[src/hw/rtl/cds_pkg.sv]
package cds_pkg;

	localparam int MAX_LEVELS = 64;
	localparam int DEPTH_W = $clog2(MAX_LEVELS + 1);
	localparam int LIMIT_W = 7;
	localparam int CMP_W = (DEPTH_W > LIMIT_W) ? DEPTH_W : LIMIT_W;
	localparam logic [LIMIT_W-1:0] LIMIT_RESET = 7'd64;

	typedef enum logic [1:0] {
		ACT_OPEN  = 2'd0,
		ACT_ELIF  = 2'd1,
		ACT_ELSE  = 2'd2,
		ACT_CLOSE = 2'd3
	} action_t;

	typedef enum logic [1:0] {
		ERR_NONE       = 2'd0,
		ERR_NESTING    = 2'd1,
		ERR_UNEXPECTED = 2'd2,
		ERR_ELSE_AGAIN = 2'd3
	} error_t;

	typedef struct packed {
		logic else_seen;
		logic taken;
		logic live;
		logic parent;
	} frame_t;

	typedef struct packed {
		logic take_up;
		logic take_down;
	} shift_t;

endpackage

[src/hw/rtl/conditional_directive_stack.sv]
// channel    | handshake          | payload
// -----------+--------------------+------------------------------------------
// directive  | start, busy        | action, condition
// result     | done (strobe)      | error_code, emitting_now,
//            |                    | evaluate_next_elif, open_levels
// config     | cfg_we             | cfg_wdata (nesting_limit)
//
// One directive per cycle; busy stays low. Each result appears in the cycle after
// its beat, for one cycle. The stack is a chain of frame cells with the top in
// cell 0: open shifts down, close shifts up, elif/else rewrite cell 0 only.
// Reset clears depth and strobe and sets the limit to 64; cell contents are not reset.
// The receiver cannot stall, so nothing is held back.
module conditional_directive_stack (
	input  logic                          clk,
	input  logic                          arst_n,
	input  logic                          start,
	output logic                          busy,
	input  logic [1:0]                    action,
	input  logic                          condition,
	input  logic                          cfg_we,
	input  logic [cds_pkg::LIMIT_W-1:0]   cfg_wdata,
	output logic                          done,
	output logic [1:0]                    error_code,
	output logic                          emitting_now,
	output logic                          evaluate_next_elif,
	output logic [6:0]                    open_levels
);

	localparam int N = cds_pkg::MAX_LEVELS;
	localparam int DW = cds_pkg::DEPTH_W;

	logic [DW-1:0] depth_q;
	logic [cds_pkg::LIMIT_W-1:0] limit_q;
	logic done_q;
	logic [1:0] err_q;
	logic emit_q;
	logic elif_q;
	logic [6:0] levels_q;

	cds_pkg::frame_t frames [N];
	cds_pkg::frame_t top, second, new_frame, top_nx;
	cds_pkg::shift_t ctrl_top, ctrl_rest;
	cds_pkg::error_t err;
	logic [DW-1:0] depth_nx;
	logic empty, emits_cur, full, push, pop, modify, fire, live;

	assign busy = 1'b0;
	assign fire = start;
	assign top = frames[0];

	generate
		if (N > 1) begin : g_second
			assign second = frames[1];
		end else begin : g_no_second
			assign second = '0;
		end
	endgenerate

	always_comb begin
		empty = (depth_q == '0);
		emits_cur = empty | top.live;
		full = (cds_pkg::CMP_W'(depth_q) >= cds_pkg::CMP_W'(limit_q)) ||
			(depth_q >= DW'(N));
		push = 1'b0;
		pop = 1'b0;
		modify = 1'b0;
		err = cds_pkg::ERR_NONE;
		new_frame = top;
		live = 1'b0;
		case (cds_pkg::action_t'(action))
			cds_pkg::ACT_OPEN: begin
				if (full) begin
					err = cds_pkg::ERR_NESTING;
				end else begin
					push = 1'b1;
					new_frame.parent = emits_cur;
					new_frame.live = emits_cur & condition;
					new_frame.taken = emits_cur & condition;
					new_frame.else_seen = 1'b0;
				end
			end
			default: begin
				if (empty) begin
					err = cds_pkg::ERR_UNEXPECTED;
				end else if (cds_pkg::action_t'(action) == cds_pkg::ACT_CLOSE) begin
					pop = 1'b1;
				end else if (top.else_seen) begin
					err = cds_pkg::ERR_ELSE_AGAIN;
				end else if (cds_pkg::action_t'(action) == cds_pkg::ACT_ELIF) begin
					modify = 1'b1;
					live = top.parent & ~top.taken & condition;
					new_frame.live = live;
					new_frame.taken = top.taken | live;
				end else begin
					modify = 1'b1;
					new_frame.live = top.parent & ~top.taken;
					new_frame.taken = 1'b1;
					new_frame.else_seen = 1'b1;
				end
			end
		endcase

		ctrl_top.take_up = fire & (push | modify);
		ctrl_top.take_down = fire & pop;
		ctrl_rest.take_up = fire & push;
		ctrl_rest.take_down = fire & pop;

		depth_nx = depth_q;
		top_nx = top;
		if (push) begin
			depth_nx = depth_q + DW'(1);
			top_nx = new_frame;
		end else if (pop) begin
			depth_nx = depth_q - DW'(1);
			top_nx = second;
		end else if (modify) begin
			top_nx = new_frame;
		end
	end

	genvar i;
	generate
		for (i = 0; i < N; i++) begin : g_cell
			cds_pkg::frame_t up_f, down_f;
			if (i == 0) begin : g_head
				assign up_f = new_frame;
			end else begin : g_body
				assign up_f = frames[i-1];
			end
			if (i == N - 1) begin : g_tail
				assign down_f = '0;
			end else begin : g_link
				assign down_f = frames[i+1];
			end
			cds_cell u_cell (
				.clk        (clk),
				.ctrl       ((i == 0) ? ctrl_top : ctrl_rest),
				.up_frame   (up_f),
				.down_frame (down_f),
				.frame      (frames[i])
			);
		end
	endgenerate

	always_ff @(posedge clk or negedge arst_n) begin
		if (!arst_n) begin
			depth_q <= '0;
			limit_q <= cds_pkg::LIMIT_RESET;
			done_q <= 1'b0;
		end else begin
			done_q <= fire;
			if (cfg_we) begin
				limit_q <= cfg_wdata;
			end
			if (fire) begin
				depth_q <= depth_nx;
			end
		end
	end

	always_ff @(posedge clk) begin
		if (fire) begin
			err_q <= err;
			emit_q <= (depth_nx == '0) | top_nx.live;
			elif_q <= (depth_nx != '0) & top_nx.parent & ~top_nx.taken &
				~top_nx.else_seen;
			levels_q <= 7'(depth_nx);
		end
	end

	assign done = done_q;
	assign error_code = err_q;
	assign emitting_now = emit_q;
	assign evaluate_next_elif = elif_q;
	assign open_levels = levels_q;

endmodule

[src/hw/rtl/cds_cell.sv]
module cds_cell (
	input  logic            clk,
	input  cds_pkg::shift_t ctrl,
	input  cds_pkg::frame_t up_frame,
	input  cds_pkg::frame_t down_frame,
	output cds_pkg::frame_t frame
);

	cds_pkg::frame_t frame_q;

	always_ff @(posedge clk) begin
		if (ctrl.take_up) begin
			frame_q <= up_frame;
		end else if (ctrl.take_down) begin
			frame_q <= down_frame;
		end
	end

	assign frame = frame_q;

endmodule

[config.mk]
export PLATFORM = sky130hd
export DESIGN_NAME = conditional_directive_stack
export DESIGN_NICKNAME = d
export VERILOG_FILES = /design/src/hw/rtl/cds_pkg.sv /design/src/hw/rtl/conditional_directive_stack.sv /design/src/hw/rtl/cds_cell.sv
export SDC_FILE = /design/constraint.sdc
export NUM_CORES = 1
export LEC_CHECK = 0
export BUFFER_PORTS_ARGS = -buffer_cell sky130_fd_sc_hd__buf_4
export CORE_ASPECT_RATIO = 1.75
export CORE_UTILIZATION = 37
export DETAILED_ROUTE_END_ITERATION = 8
export PLACE_DENSITY = 0.56
export SYNTH_ARGS = -nofsm -noshare
export SYNTH_HDL_FRONTEND = slang
export SYNTH_SLANG_ARGS = --single-unit
[constraint.sdc]
create_clock -name clk -period 34.3 [get_ports clk]
set_input_delay 0 -clock clk [delete_from_list [all_inputs] [get_ports clk]]
set_output_delay 0 -clock clk [all_outputs]
set_load 0.005 [all_outputs]
==> flow_metrics.tcl, run 1 <==
set metrics [dict create \
    gr-total-overflow 0 \
    crit_type "flop to flop" \
    ctsHtreeMaxLevel 1 \
    core-area_um2 33000 \
    die-area_um2 34400 \
    clkTransAtPathRegs_ns 0.07 \
    diodes 0 \
    fin_worst_skew_ns 0.00998 \
    synthCells 1245 \
    end_kind "flop" \
    worst_pin_slew_ns 1.21 \
    cts_tree "built" \
    first_pass_iters 5 \
    fp.dieH_um 245 \
    grt_pass1_vias 8211 \
    setup_violations 0 \
    ys_ff_latch 282 \
    grt_setup_unrepaired "no" \
    cts.path.max_buffers 3 \
    synth-main-ff-cell "edfxtp_1" \
    final_common_cell "nand2_1" \
    setup_tns_ns 0 \
    vias 8277 \
    crit_path_max_fanout 87 \
    yosys.cell_types.count 50 \
    dp_hpwl_um 12700 \
    yosysWarningCount 0 \
    slew_viol_final 0 \
    timing.final.hold_violations 0 \
    synth_edf_count 267 \
    final_nets 1290 \
    vdd_drop_max_mv 0.0256 \
    power_leakage_nw 5.81 \
    p_per_area_nw_per_um2 57.4 \
    cp-start-kind "flop" \
    area_delta_synth_final_pct 12.4 \
    drt_iter0_markers 573 \
    final_cell_mix "nand2_1 (766), edfxtp_1 (267), buf_4 (33)" \
    clock_latency_ns 0.53 \
    drc 0 \
    async_reset_ff_share_pct 5.32 \
    arrival_ns 5.38 \
    cp.required_ns 34.44 \
    fin_cells 1690 \
    fmax_mhz 191 \
    ios 27 \
    dp.cells 1618 \
    grt_max_degree 119 \
    antenna_found_initial 0 \
    root_buffer "clkbuf_16" \
    die_w_um 141 \
    max_cap_viol_count 0 \
    cts_buffers 25 \
    grt.total_usage_pct 13.3 \
    postRouteAntennaNets 0 \
    vias_per_cell 4.90 \
    grt_pass1_wl_um 38400 \
    place_congestion 0.846 \
    num_rows 88 \
    netlist_area_um2 12400 \
    ys_seq_area_share_pct 67.4 \
    min_path_type "input pin to flop" \
    synth_nets 1268 \
    num-fill-cells 3243 \
    numPortBuffers 25 \
    layout-drive-gt1-share_pct 6.54 \
    route.detailed.wl_per_inst_um 13.1 \
    status "completed" \
    initial_core_util_pct 37.7 \
    cts_sinks 282 \
    relSlewSlack_pct 19.1 \
    routed_wl_um 22100 \
    finalCritPeriodShare_pct 15.3 \
    syn_avg_cell_area_um2 10.0 \
    period_needed_ns 5.24 \
]
==> state kept, by name (all words and copies together) (netlist names) <==
signal               flops
evaluate_next_elif       1
done                     1
depth_q                  7
limit_q                  7
g_cell.u_cell.frame    256
emitting_now             1
open_levels              7
error_code               2
==> critical path, cell delays in order, from the launching register on <==
cell and delay [ns]:
dfstp_2 0.52, inv_1 0.04, ha_1 0.30, a211oi_2 0.34
o211a_1 0.22, a21boi_2 0.54, nor2_1 0.21, nor2_4 0.87
buf_4 0.75, buf_4 0.95
==> layer usage <==
layer	vias to the layer above	global-route usage (%)	share of wire [%]
met5	-	0	0
met4	0	5.88	3.4
met3	40	1.66	2.7
met2	111	22.8	50
met1	4019	16.8	44
li1	4107	-	-
==> cell type report <==
class | instances | area (µm²) | area share, %
Timing Repair Buffer | 60 | 518 | 3.70
Inverter | 11 | 41.3 | 0.295
Tap cell | 405 | 507 | 3.62
Sequential cell | 282 | 8390 | 60.0
Clock inverter | 18 | 164 | 1.17
Multi-Input combinational cell | 887 | 3740 | 26.7
Clock buffer | 27 | 633 | 4.52
==> power breakdown <==
group	switching, mW	internal (mW)
Clock	0.125	0.156
Sequential	0.0192	0.412
Combinational	0.0559	0.0361
==> cell families (layout without fill, tap and decap cells) <==
family / count (synthesis) / after routing / synth area share (%)
buf+inv: 76 / 116 / 2.73
mux: 4 / 4 / 0.362
compound gates: 50 / 50 / 2.71
flops: 282 / 282 / 67.4
xor+xnor: 9 / 9 / 0.633
fa+ha+maj: 10 / 10 / 0.985
simple gates: 813 / 813 / 25.1
other cells: 1 / 1 / 0.0301
==> cells in the mapped netlist (9+ instances only) <==
cell | n | area share, %
nand2_1 | 767 | 23
a21oi_1 | 10 | 0.40
o21ai_0 | 15 | 0.60
clkbuf_1 | 33 | 1.0
edfxtp_1 | 267 | 64
ha_1 | 9 | 0.90
buf_2 | 29 | 1.2
dfrtp_1 | 14 | 2.8
inv_1 | 10 | 0.30
nor2_1 | 22 | 0.66
==> stage by stage <==
step | worst slack [ns] | instance area, µm² | hold WS [ns] | utilization (%) | power (mW)
floorplan | 21.19 | 12400 | -0.296 | - | 0.507
detailed placement | 28.97 | 12900 | -0.126 | 39.1 | 0.528
global placement | 29.05 | 12900 | -0.127 | 39.1 | 0.526
global route | 28.65 | 14000 | 0.0786 | 42.4 | 0.841
CTS | 28.94 | 14000 | 0.0691 | 42.4 | 0.816
finish | 29.06 | 14000 | 0.0919 | 42.4 | 0.803
==> final timing paths <==
path	start	endpoint	slack (ns)	cells after the start
setup / recovery	limit_q[6]$_DFFE_PN1P_	g_cell[4].u_cell.frame[3]$_DFFE_PP_	29.06	9
hold / removal	condition	g_cell[0].u_cell.frame[2]$_DFFE_PP_	0.09	4
setup reg to reg	limit_q[6]$_DFFE_PN1P_	g_cell[4].u_cell.frame[3]$_DFFE_PP_	29.06	9
hold reg to reg	g_cell[63].u_cell.frame[2]$_SDFFCE_PN0P_	g_cell[62].u_cell.frame[2]$_DFFE_PP_	0.52	2
max in group asynchronous	arst_n	limit_q[4]$_DFFE_PN0P_	32.68	4
min in group asynchronous	arst_n	limit_q[6]$_DFFE_PN1P_	0.49	3
==> what timing repair did <==
action                    in CTS  in global routing
hold endpoints to repair      41                  0
resized for setup              0                  0
hold buffers                  27                  0
setup buffers                  0                  0
No activity file was read; power rests on OpenSTA's default activity.
==> inputs of run 2 (changes only) <==
Settings changed: PLACE_DENSITY 0.56 to 0.58.
Clock period 34.3 ns to 4.3 ns, I/O delays scaled along.
==> run 2 against run 1 <==
  * Clock-buffer cell count rose by 7
  * Largest power group unchanged
  * Register-to-register slack lost 28 ns
  * Die area unchanged
  * Clock power grew to 8.1 times the previous value
  * Utilization grew 0.75 points
  * Critical path depth shrank 2
  * Final area grew 1.8%
  * Sequential cell count did not move
  * Global-route usage is essentially flat
  * First-iteration DRC count is 5.6% higher
  * Final cell count is 0.59% higher
==> flow_metrics.tcl, run 2 (same netlist as run 1, synthesis figures left out) <==
set metrics [dict create \
    fin_cells 1700 \
    arrival_ns 3.24 \
    setup_tns_ns 0 \
    crit_path_max_fanout 62 \
    vdd_drop_max_mv 0.238 \
    grt.total_usage_pct 13.3 \
    antenna_found_initial 0 \
    final_nets 1298 \
    cp.required_ns 4.50 \
    grt_setup_unrepaired "no" \
    final_common_cell "nand2_1" \
    power_leakage_nw 5.90 \
    finalCritPeriodShare_pct 70.7 \
    initial_core_util_pct 37.7 \
    clkTransAtPathRegs_ns 0.07 \
    wl_met3_um 655 \
    place_congestion 0.812 \
    fp.dieH_um 245 \
    ios 27 \
    fmax_mhz 329 \
    relSlewSlack_pct 40.3 \
    dp_hpwl_um 13200 \
    grt_pass1_vias 8336 \
    clock_latency_ns 0.53 \
    period_needed_ns 3.04 \
    ctsHoldBuffers 27 \
    cpPeakStageDelay_ns 0.52 \
    cts_tree "built" \
    worst_pin_slew_ns 0.896 \
    min_path_type "input pin to flop" \
    cts_sinks 282 \
    end_kind "flop" \
    postCtsSetupRepairBufs 0 \
    root_buffer "clkbuf_16" \
    final_cell_mix "nand2_1 (766), edfxtp_1 (267), buf_4 (29)" \
    setup_violations 0 \
    area_delta_synth_final_pct 14.4 \
    crit_type "flop to flop" \
    first_pass_iters 4 \
    core-area_um2 33000 \
    cp-start-kind "flop" \
    die-area_um2 34400 \
    num-fill-cells 3137 \
    path_common_cell "nor2_4" \
    max_cap_viol_count 0 \
    p_per_area_nw_per_um2 454 \
    slowest_stage "nor2_4" \
    vias 8268 \
    path_cells "ha_1, a211oi_4, o211a_1, a21boi_4, nor2_4, nor2_4, buf_12" \
    gr-total-overflow 0 \
    grt_max_degree 171 \
    maxUsedRoutingLayer "met4" \
    slew_viol_final 0 \
    numPortBuffers 25 \
    drt_iter0_markers 605 \
    ctsHtreeMaxLevel 1 \
    dp.cells 1625 \
    route.detailed.wl_per_inst_um 13.1 \
    cts_buffers 26 \
    num_rows 88 \
    wl_met1_um 9720 \
    postRouteAntennaNets 0 \
    grt_pass1_wl_um 38600 \
    drc 0 \
    largest_reg_flops 256 \
    vias_per_cell 4.86 \
    layout-drive-gt1-share_pct 7.03 \
    timing.final.hold_violations 0 \
    cts_resized 0 \
    dr_wl_met2_um 11200 \
    fin_worst_skew_ns 0.0154 \
    routed_wl_um 22300 \
    status "completed" \
    cts.path.max_buffers 3 \
    diodes 0 \
    die_w_um 141 \
]
==> run 2: changes by cell type in the layout (fill, tap and decap cells not counted), sizes merged <==
cell      change
clkinvlp      -1
clkinv        -2
bufinv        -1
buf           +7
clkbuf        +7
==> run 2: area by class of cell <==
cell class | instances | area (µm²) | area share, %
flip-flops and latches | 282 | 8390 | 58.9
multi-input cells | 887 | 3770 | 26.5
repair buffers | 67 | 708 | 4.97
clock buffers | 34 | 702 | 4.93
well taps | 405 | 507 | 3.56
clock inverters | 14 | 118 | 0.826
inverters | 11 | 41.3 | 0.290
==> run 2: final timing paths <==
| kind | depth (start not counted) | to | slack (ns) | start |
|---|---|---|---|---|
| worst max-delay path | 7 | g_cell[12].u_cell.frame[3]$_DFFE_PP_ | 1.26 | depth_q[5]$_DFFE_PN0P_ |
| worst min-delay path | 4 | g_cell[0].u_cell.frame[2]$_DFFE_PP_ | 0.1 | condition |
| worst max register to register | 7 | g_cell[12].u_cell.frame[3]$_DFFE_PP_ | 1.26 | depth_q[5]$_DFFE_PN0P_ |
| worst min register to register | 2 | g_cell[62].u_cell.frame[3]$_DFFE_PP_ | 0.52 | g_cell[63].u_cell.frame[3]$_SDFFCE_PN0P_ |
| max in group asynchronous | 4 | done$_DFF_PN0_ | 2.74 | arst_n |
| min in group asynchronous | 3 | limit_q[6]$_DFFE_PN1P_ | 0.49 | arst_n |
==> run 2: critical path: cells and delay by family (launching register included) <==
kind / cells / cell delay [ns]
AO/OA/AOI/OAI: 3 / 0.94
adder cells (fa/ha/maj): 1 / 0.27
buffers and inverters: 1 / 0.38
flip-flops: 1 / 0.47
AND/OR/NAND/NOR: 2 / 0.59
==> run 2: power breakdown <==
| group | switching, mW | internal, mW |
|---|---|---|
| logic | 0.444 | 0.316 |
| clock network | 1.00 | 1.27 |
| registers | 0.158 | 3.28 |
| total | 1.60 | 4.87 |
==> run 2: metal layers <==
| metal | track usage [%] | vias to the layer above |
|---|---|---|
| met1 | 16.4 | 3981 |
| li1 | - | 4137 |
| met3 | 1.68 | 41 |
| met2 | 23.7 | 109 |
| met4 | 5.21 | 0 |
| met5 | 0 | - |
==> run 2: per-stage QoR <==
step                      setup slack [ns]  total power, mW  hold WS (ns)  utilization (%)  instance area (µm²)
after CTS                             1.22             6.58        0.0702             43.1                14200
after global routing                  1.02             6.79         0.130             43.1                14200
after floorplan                      -1.41             4.02        -0.296                -                12500
final                                 1.26             6.47        0.0998             43.1                14200
after detailed placement              1.24             4.24        -0.132             39.8                13200
after global placement                1.26             4.23        -0.129             39.8                13200
